## src/design/admm_pkg.sv

```systemverilog
`timescale 1ns / 1ps
`default_nettype none
// ----------------------------------------------------------------------------
// ADMM sharing solver package
// Sizes, register codes, state types and saturating helpers.
// ----------------------------------------------------------------------------
package admm_pkg;

   localparam int MAX_ELEMENTS = 16;
   localparam int ITERATIONS   = 20;

   localparam int IDX_W  = (MAX_ELEMENTS > 1) ? $clog2(MAX_ELEMENTS) : 1;
   localparam int CNT_W  = $clog2(MAX_ELEMENTS + 1);
   localparam int ITER_W = $clog2(ITERATIONS + 1);
   localparam int ACC_W  = 32 + CNT_W;
   localparam int DEN_W  = 33 + CNT_W;
   localparam int WIDE_W = 40;
   localparam int ADDR_W = 5;

   localparam logic signed [31:0] Q_MAX = 32'sh7FFF_FFFF;
   localparam logic signed [31:0] Q_MIN = 32'sh8000_0000;
   localparam logic signed [WIDE_W-1:0] WQ_MAX = {{(WIDE_W-32){1'b0}}, 32'h7FFF_FFFF};
   localparam logic signed [WIDE_W-1:0] WQ_MIN = {{(WIDE_W-32){1'b1}}, 32'h8000_0000};
   localparam logic signed [DEN_W-1:0]  DEN_HALF = DEN_W'(32768);

   typedef enum logic [2:0] {
      REG_CURVATURE,
      REG_COST_CENTER,
      REG_PENALTY_WEIGHT,
      REG_UPPER_BOUND,
      REG_LOWER_BOUND,
      REG_ELEMENT_COUNT
   } reg_index_type;

   typedef enum logic [3:0] {
      S_LOAD,
      S_SUM,
      S_MSTART,
      S_MWAIT,
      S_SHMU,
      S_SHSTART,
      S_SHWAIT,
      S_ZMU,
      S_ZDEN,
      S_ZSTART,
      S_ZWAIT,
      S_DUAL,
      S_OUT
   } seq_state_type;

   typedef enum logic [2:0] {
      D_IDLE,
      D_ABS,
      D_CHK,
      D_RUN,
      D_FIN,
      D_DONE
   } div_state_type;

   typedef struct packed {
      logic                    start;
      logic signed [63:0]      num;
      logic signed [DEN_W-1:0] den;
   } div_req_type;

   typedef struct packed {
      logic               busy;
      logic               done;
      logic signed [31:0] quot;
   } div_rsp_type;

   function automatic logic signed [WIDE_W-1:0] sx_wide(input logic signed [31:0] v);
      return {{(WIDE_W-32){v[31]}}, v};
   endfunction

   function automatic logic signed [31:0] sat32(input logic signed [WIDE_W-1:0] v);
      logic signed [31:0] r;
      if (v > WQ_MAX) begin
         r = Q_MAX;
      end else if (v < WQ_MIN) begin
         r = Q_MIN;
      end else begin
         r = v[31:0];
      end
      return r;
   endfunction

   // lower bound first, then upper: crossed bounds give the upper one
   function automatic logic signed [31:0] clamp_q(input logic signed [31:0] v,
                                                  input logic signed [31:0] lo,
                                                  input logic signed [31:0] hi);
      logic signed [31:0] r;
      r = v;
      if (r < lo) begin
         r = lo;
      end
      if (r > hi) begin
         r = hi;
      end
      return r;
   endfunction

endpackage
`default_nettype wire

```

## src/design/admm_div.sv

```systemverilog
`timescale 1ns / 1ps
`default_nettype none
// ----------------------------------------------------------------------------
// ADMM shared divider
// Signed restoring divider, one quotient bit per cycle, truncates toward
// zero and saturates to the signed 32-bit range.
// ----------------------------------------------------------------------------
module admm_div import admm_pkg::*; (
   input  wire logic  clock,
   input  wire logic  reset,
   input  div_req_type req,
   output div_rsp_type rsp
);

   div_state_type state_ff, state_in;

   logic signed [63:0]      num_ff, num_in;
   logic signed [DEN_W-1:0] den_ff, den_in;
   logic [63:0]             mnum_ff, mnum_in;
   logic [DEN_W-1:0]        mden_ff, mden_in;
   logic                    neg_ff, neg_in;
   logic [DEN_W-1:0]        rem_ff, rem_in;
   logic [31:0]             low_ff, low_in;
   logic [31:0]             qbits_ff, qbits_in;
   logic [4:0]              step_ff, step_in;
   logic signed [31:0]      quot_ff, quot_in;

   logic                    overflow;
   logic [DEN_W:0]          trial;

   assign overflow = {{(DEN_W-32){1'b0}}, mnum_ff} >= {mden_ff, 32'b0};
   assign trial    = {rem_ff, low_ff[31]};

   // next state
   always_comb begin
      state_in = state_ff;
      unique case (state_ff)
         D_IDLE: if (req.start) state_in = D_ABS;
         D_ABS:  state_in = D_CHK;
         D_CHK:  state_in = ((den_ff == '0) || overflow) ? D_DONE : D_RUN;
         D_RUN:  if (step_ff == 5'd31) state_in = D_FIN;
         D_FIN:  state_in = D_DONE;
         D_DONE: state_in = D_IDLE;
         default: state_in = D_IDLE;
      endcase
   end

   // outputs
   always_comb begin
      rsp.busy = (state_ff != D_IDLE);
      rsp.done = (state_ff == D_DONE);
      rsp.quot = quot_ff;
   end

   // datapath
   always_comb begin
      num_in   = num_ff;
      den_in   = den_ff;
      mnum_in  = mnum_ff;
      mden_in  = mden_ff;
      neg_in   = neg_ff;
      rem_in   = rem_ff;
      low_in   = low_ff;
      qbits_in = qbits_ff;
      step_in  = step_ff;
      quot_in  = quot_ff;
      case (state_ff)
         D_IDLE: begin
            num_in = req.num;
            den_in = req.den;
         end
         D_ABS: begin
            neg_in  = num_ff[63] ^ den_ff[DEN_W-1];
            mnum_in = num_ff[63] ? 64'(-num_ff) : 64'(num_ff);
            mden_in = den_ff[DEN_W-1] ? DEN_W'(-den_ff) : DEN_W'(den_ff);
         end
         D_CHK: begin
            rem_in   = {{(DEN_W-32){1'b0}}, mnum_ff[63:32]};
            low_in   = mnum_ff[31:0];
            qbits_in = '0;
            step_in  = '0;
            if (den_ff == '0) begin
               // zero divisor: saturate toward the numerator's sign
               if (num_ff > 0) begin
                  quot_in = Q_MAX;
               end else if (num_ff < 0) begin
                  quot_in = Q_MIN;
               end else begin
                  quot_in = '0;
               end
            end else if (overflow) begin
               quot_in = neg_ff ? Q_MIN : Q_MAX;
            end
         end
         D_RUN: begin
            if (trial >= {1'b0, mden_ff}) begin
               rem_in   = DEN_W'(trial - {1'b0, mden_ff});
               qbits_in = {qbits_ff[30:0], 1'b1};
            end else begin
               rem_in   = trial[DEN_W-1:0];
               qbits_in = {qbits_ff[30:0], 1'b0};
            end
            low_in  = {low_ff[30:0], 1'b0};
            step_in = step_ff + 5'd1;
         end
         D_FIN: begin
            if (neg_ff) begin
               quot_in = (qbits_ff > 32'h8000_0000) ? Q_MIN : 32'(-qbits_ff);
            end else begin
               quot_in = (qbits_ff > 32'h7FFF_FFFF) ? Q_MAX : qbits_ff;
            end
         end
         default: ;
      endcase
   end

   always_ff @(posedge clock) begin
      if (reset) begin
         state_ff <= D_IDLE;
         step_ff  <= '0;
      end else begin
         state_ff <= state_in;
         step_ff  <= step_in;
      end
   end

   always_ff @(posedge clock) begin
      num_ff   <= num_in;
      den_ff   <= den_in;
      mnum_ff  <= mnum_in;
      mden_ff  <= mden_in;
      neg_ff   <= neg_in;
      rem_ff   <= rem_in;
      low_ff   <= low_in;
      qbits_ff <= qbits_in;
      quot_ff  <= quot_in;
   end

endmodule
`default_nettype wire
```

## config.mk

```make
export PLATFORM = sky130hd
export DESIGN_NAME = admm_div
export DESIGN_NICKNAME = d
export VERILOG_FILES = /design/src/design/admm_pkg.sv /design/src/design/admm_div.sv
export SDC_FILE = /design/constraint.sdc
export NUM_CORES = 1
export LEC_CHECK = 0
export BUFFER_PORTS_ARGS = -buffer_cell sky130_fd_sc_hd__buf_4
export CORE_ASPECT_RATIO = 1.5
export CORE_MARGIN = 5
export CORE_UTILIZATION = 40
export CTS_BUF_LIST = sky130_fd_sc_hd__clkbuf_8
export DETAILED_ROUTE_END_ITERATION = 8
export PLACE_DENSITY = 0.53
export RECOVER_POWER = 100
export SYNTH_ARGS = -nofsm -noshare
export SYNTH_HDL_FRONTEND = slang
export SYNTH_SLANG_ARGS = --single-unit
```

## constraint.sdc

```tcl
create_clock -name clock -period 11.73 [get_ports clock]
set_input_delay 1.173 -clock clock [delete_from_list [all_inputs] [get_ports clock]]
set_output_delay 1.173 -clock clock [all_outputs]
set_load 0.05 [all_outputs]
```

==> results.yml, run 1 <==
outcome:
  outcome: "finished with violations"
  violations: "capacitance limit, slew limit"
global_routing:
  grt_max_degree: 79
  antenna_found_initial: 1
  grt_pass1_vias: 13451
  grt_pass1_wl_um: 71360
  grtUsageTotal_pct: 17.53
  gr-total-overflow: 0
clock_tree:
  hold_buffers: 0
  cts.path.max_buffers: 3
  post_cts_buffers: 0
  h-tree-depth: 2
  clock_sinks: 347
  cts-resized-gates: 0
  cts.reportedPaths.clkPinSlew_ps: 60
  cts_inserted_buffers: 55
  clockRootBuffer: "clkbuf_8"
  cts_tree: "done"
  clk_latency_ps: 630
yosys:
  ys_ff_latch: 347
  ys_seq_area_share_pct: 56.00
  syn_area_sq_um: 18460
  synth_enable_flop_cells: 339
  syn_inst: 1682
  avgSynthCellArea_sq_um: 10.98
  ys_types: 78
  synth_nets: 1863
  synth_ff_type: "edfxtp_1"
  async_flop_share_pct: 0
  synth_warnings: 0
final_layout:
  fill_cells: 4361
  nets: 2001
  drive_gt1_share_pct: 10.42
  areaGrowthSynthToFinish_pct: 12.89
routing:
  first_pass_iters: 5
  ant_nets: 0
  wirelength_um: 44880
  drtIter0Drc: 654
  vias: 13155
  drc: 0
  wl_per_cell_um: 18.32
  vias_per_cell: 5.369
hold_path:
  min_path_cells: 2
  holdCritPathClass: "reg2reg"
power_and_ir_drop:
  pwr_density_cell_nw_per_um2: 167.3
  total_power_w: 0.003486
  vdd_drop_max_v: 0.00008685
  power_leakage_nw: 7.690
sta:
  drv_slew: 619
  fin_crit_ps: 7065
  tightest_slew_ps: 4100
  setup_viol: 0
  final_hold_viol_count: 0
  timing.fmax_mhz: 141.6
  finClkSkew_ps: 38.01
  post-route-period-util_pct: 60.23
  grt_setup_unrepaired: "false"
  setup-tns-final_ps: 0
  slew_headroom_pct: -173.3
critical_path:
  cp.required_ps: 12040
  r2r_setup_slack_ps: 4670
  end_kind: "register"
  rr_worst_depth: 7
  crit_type: "reg2reg"
  crit_arrival_ps: 7370
  cp-start-kind: "register"
  critPathMaxFanout: 63
floorplanning:
  die_area_sq_um: 50640
  start_util_pct: 40.34
  rows: 96
  die_height_um: 273.1
  io_pins: 139
  die_width_um: 185.4
  core-area_sq_um: 45760
place:
  io_buffer_count: 138
  gp_routability_congestion: 0.9308
  dp_hpwl_um: 32200
flow_run:
  cap_violations: 12
sequential cells by signal, indices dropped and copies added, names as in the netlist:
name	cells
den_ff	38
rem_ff	38
low_ff	32
step_ff	5
neg_ff	1
quot_ff	32
mden_ff	38
mnum_ff	64
state_ff	3
qbits_ff	32
num_ff	64
cells in the mapped netlist, types with 21 or more instances:
master      n  share of area, %
a21oi_1    86               2.3
nor2_1     96               2.0
nand3_1    25              0.68
xnor2_1   112               5.3
edfxtp_1  339                55
o31ai_1    36               1.5
nor2b_1    21              0.71
ha_1       75               5.1
and3_1     35               1.2
o21ai_0    83               2.2
nand2_1   262               5.3
inv_1      63               1.3
nor3_1     27              0.73
clkbuf_1   54               1.1
a21o_1     30               1.2
a31oi_1    34               1.2
metal layers:
metal / global-route usage, % / part of all wire (%) / vias up
met5: 0 / 0 / -
met2: 32.19 / 53 / 307
met3: 2.410 / 3.9 / 95
met1: 20.40 / 40 / 6251
li1: - / - / 6502
met4: 6.900 / 3.8 / 0
final cells by class:
type                    instances  area (sq um)  area share, %
flip-flops and latches        347         10340          49.61
multi-input cells            1197          7526          36.11
repair buffers                156         972.2          4.664
well taps                     588         735.7          3.530
diodes                          1         2.502        0.01201
clock buffers                  55         757.0          3.632
inverters                      63         237.7          1.141
clock inverters                43         271.5          1.303
power breakdown:
group          switching (W)  internal (W)  leakage [nW]  total [W]
Combinational       0.000491      0.000299          3.83   0.000789
Clock               0.000486      0.000504         0.575   0.000990
Sequential          0.000107       0.00160          3.29    0.00171
cells by family (layout without fill, tap and decap cells):
| kind of cell | after synthesis | in the layout | share of synthesized area (%) |
|---|---|---|---|
| buffers and inverters | 138 | 317 | 2.880 |
| adder cells (fa/ha/maj) | 76 | 76 | 5.191 |
| other | 0 | 1 | 0 |
| flip-flops | 347 | 347 | 56.00 |
| multiplexers | 13 | 13 | 0.7184 |
| AND/OR/NAND/NOR | 606 | 606 | 16.31 |
| XOR/XNOR | 125 | 125 | 5.930 |
| AO/OA/AOI/OAI | 377 | 377 | 12.96 |
stage by stage:
step                setup WS, ps  instance area, sq um  hold slack, ps  utilization (%)  cells
finish                      4665                 20840           464.8            45.54   2450
global route                3826                 20840           488.0            45.54   2450
CTS                         6942                 21140           464.6            46.20   2449
detailed placement          6944                 20110           455.5            43.95   2351
global placement            7039                 20110           443.0            43.95   2351
floorplan                  603.7                 18460           436.2                -   1682
critical path, cell delays in order (launching register included):
cell and delay [ps]:
dfxtp_1 490, nand2b_1 370, clkinvlp_2 2130, and2_0 1570, clkbuf_1 1230, and3_1 600
o311ai_0 100, o311ai_0 200
cells in the final DEF, fill, tap and decap left out, drive strengths merged, types with 29 or more instances in the layout:
cell and count:
edfxtp 339, nand2 262, clkbuf 204, xnor2 112, nor2 96, o21ai 96, a21oi 86, inv 76
ha 75, o31ai 37, and3 35, a31oi 34, a21o 30, nor3 29
worst paths after layout:
path,startpoint,endpoint
worst max-delay path,state_ff[2],rem_ff[33]
worst min-delay path,step_ff[4],step_ff[4]
worst max register to register,state_ff[2],rem_ff[33]
worst min register to register,step_ff[4],step_ff[4]
Note: power is estimated with default switching activity, not from simulation.
==> run 2, diff against run 1 <==
==> constraint.sdc (replaced) <==
create_clock -name clock -period 7.05 [get_ports clock]
set_input_delay 0.705 -clock clock [delete_from_list [all_inputs] [get_ports clock]]
set_output_delay 0.705 -clock clock [all_outputs]
set_load 0.05 [all_outputs]
==> run 2 against run 1 <==
  * The run still ends with capacitance limit, slew limit left
  * Hold slack worse by 200 ps
  * Sequential cell count stayed put
  * Critical path depth is 3 higher
  * Die area stayed put
  * Clock power is 68% higher
  * Via count is 0.74% lower
  * Global-route usage is 0.17 points lower
  * Routed wire length is 0.18% lower
  * Worst setup slack worse by 3300 ps
  * Maximum frequency is 24% higher
  * Critical path type unchanged
==> results.yml, run 2 (same netlist as run 1, synthesis figures left out) <==
outcome:
  outcome: "finished with violations"
  violations: "capacitance limit, slew limit"
hold_path:
  whs_endpoint: "num_ff[62]"
  min_path_cells: 1
  min_from: "req[100]"
  holdCritPathClass: "in2reg"
sta:
  final_hold_viol_count: 0
  drv_slew: 574
  post-route-period-util_pct: 80.65
  timing.fmax_mhz: 175.9
  finClkSkew_ps: 32.57
  fin_crit_ps: 5686
  setup-tns-final_ps: 0
  tightest_slew_ps: 4065
  grt_setup_unrepaired: "false"
  setup_ws_ps: 1364
  slew_headroom_pct: -171.0
  setup_viol: 0
routing:
  vias: 13058
  wirelength_um: 44800
  first_pass_iters: 6
  ant_nets: 0
  drc: 0
  wl_per_cell_um: 18.28
  vias_per_cell: 5.330
  drtIter0Drc: 646
critical_path:
  r2r-end: "quot_ff[28]"
  cp.required_ps: 7260
  critPathMaxFanout: 32
  rr_worst_depth: 10
  crit_arrival_ps: 5890
  end_kind: "register"
  r2r-start: "den_ff[3]"
  crit_type: "reg2reg"
  r2r_setup_slack_ps: 1360
  cp-start-kind: "register"
final_layout:
  drive_gt1_share_pct: 10.32
  nets: 2003
  final_cell_mix: "edfxtp_1, nand2_1, xnor2_1"
  final_common_cell: "edfxtp_1"
  top_regs: "mnum_ff (64), num_ff (64)"
  fill_cells: 4340
  areaGrowthSynthToFinish_pct: 13.01
clock_tree:
  cts.reportedPaths.clkPinSlew_ps: 70
  post_cts_buffers: 0
  cts_inserted_buffers: 56
  clk_latency_ps: 640
  cts-resized-gates: 0
  hold_buffers: 0
  cts.path.max_buffers: 3
  cts_tree: "done"
  h-tree-depth: 2
  clock_sinks: 347
  clockRootBuffer: "clkbuf_8"
floorplanning:
  die_width_um: 185.4
  start_util_pct: 40.34
  die_height_um: 273.1
  die_area_sq_um: 50640
  io_pins: 139
  core-area_sq_um: 45760
  rows: 96
global_routing:
  grt_pass1_wl_um: 70660
  use_met3_pct: 2.437
  antenna_found_initial: 1
  grt_pass1_vias: 13235
  gr-total-overflow: 0
  grtUsageMet2_pct: 32.22
  grtUsageTotal_pct: 17.36
  grt_busiest_layer: "met2"
  use_met1_pct: 20.41
  grt_max_degree: 78
power_and_ir_drop:
  pwr_density_cell_nw_per_um2: 278.4
  vdd_drop_max_v: 0.0001988
  power_leakage_nw: 7.708
place:
  io_buffer_count: 138
  gp_routability_congestion: 0.9227
  place_ws_ps: 2192
  dp_hpwl_um: 32010
flow_run:
  cap_violations: 12
run 2: how the worst max path moves through the flow:
stage / start / end / slack (ps) / cells after the start
finish: den_ff[3] / quot_ff[28] / 1360 / 10
global route: den_ff[3] / quot_ff[28] / 1000 / 10
CTS: mden_ff[1] / rem_ff[33] / 2150 / 12
detailed placement: mden_ff[1] / rem_ff[33] / 2190 / 12
global placement: mden_ff[1] / rem_ff[33] / 2340 / 12
floorplan: state_ff[0] / rsp[33] / 340 / 4
run 2: metal layers:
| layer | up-vias | wire length (um) |
|---|---|---|
| li1 | 6515 | - |
| met5 | - | 0 |
| met2 | 269 | 23780 |
| met4 | 0 | 1312 |
| met1 | 6207 | 17930 |
| met3 | 67 | 1769 |
run 2: area by class of cell:
class	count	area, sq um	area share, %
Antenna cell	1	2.502	0.01199
Clock buffer	57	784.5	3.760
Clock inverter	40	252.7	1.211
Inverter	63	239.0	1.145
Multi-Input combinational cell	1197	7535	36.11
Sequential cell	347	10340	49.56
Tap cell	588	735.7	3.526
Timing Repair Buffer	157	975.9	4.677
run 2: critical path, stage by stage (launching register included):
cell and delay (ps):
edfxtp_1 420, nor3_1 430, nand4b_1 260, or4_1 580, or3_1 470, or3_1 570, and3_1 320, a22oi_1 190
o21ai_0 440, o31ai_4 310, clkbuf_1 1250
run 2: stage by stage:
step | area [sq um] | std cells | hold WS [ps] | power (W) | util, %
6_report | 20870 | 2450 | 268.5 | 0.005809 | 45.59
3_3_place_gp | 20130 | 2352 | 443.2 | 0.004185 | 44.00
2_1_floorplan | 18470 | 1682 | 436.2 | 0.003793 | -
5_1_grt | 20870 | 2450 | 221.3 | 0.006151 | 45.59
4_1_cts | 21170 | 2449 | 192.5 | 0.005892 | 46.26
3_5_place_dp | 20130 | 2352 | 457.0 | 0.004198 | 44.00
run 2: power by group:
part | leakage [nW] | switching, W | internal, W | total, W
logic | 3.84 | 0.000816 | 0.000498 | 0.00131
clock network | 0.583 | 0.000802 | 0.000857 | 0.00166
registers | 3.29 | 0.000177 | 0.00266 | 0.00284
total | 7.71 | 0.00179 | 0.00401 | 0.00581
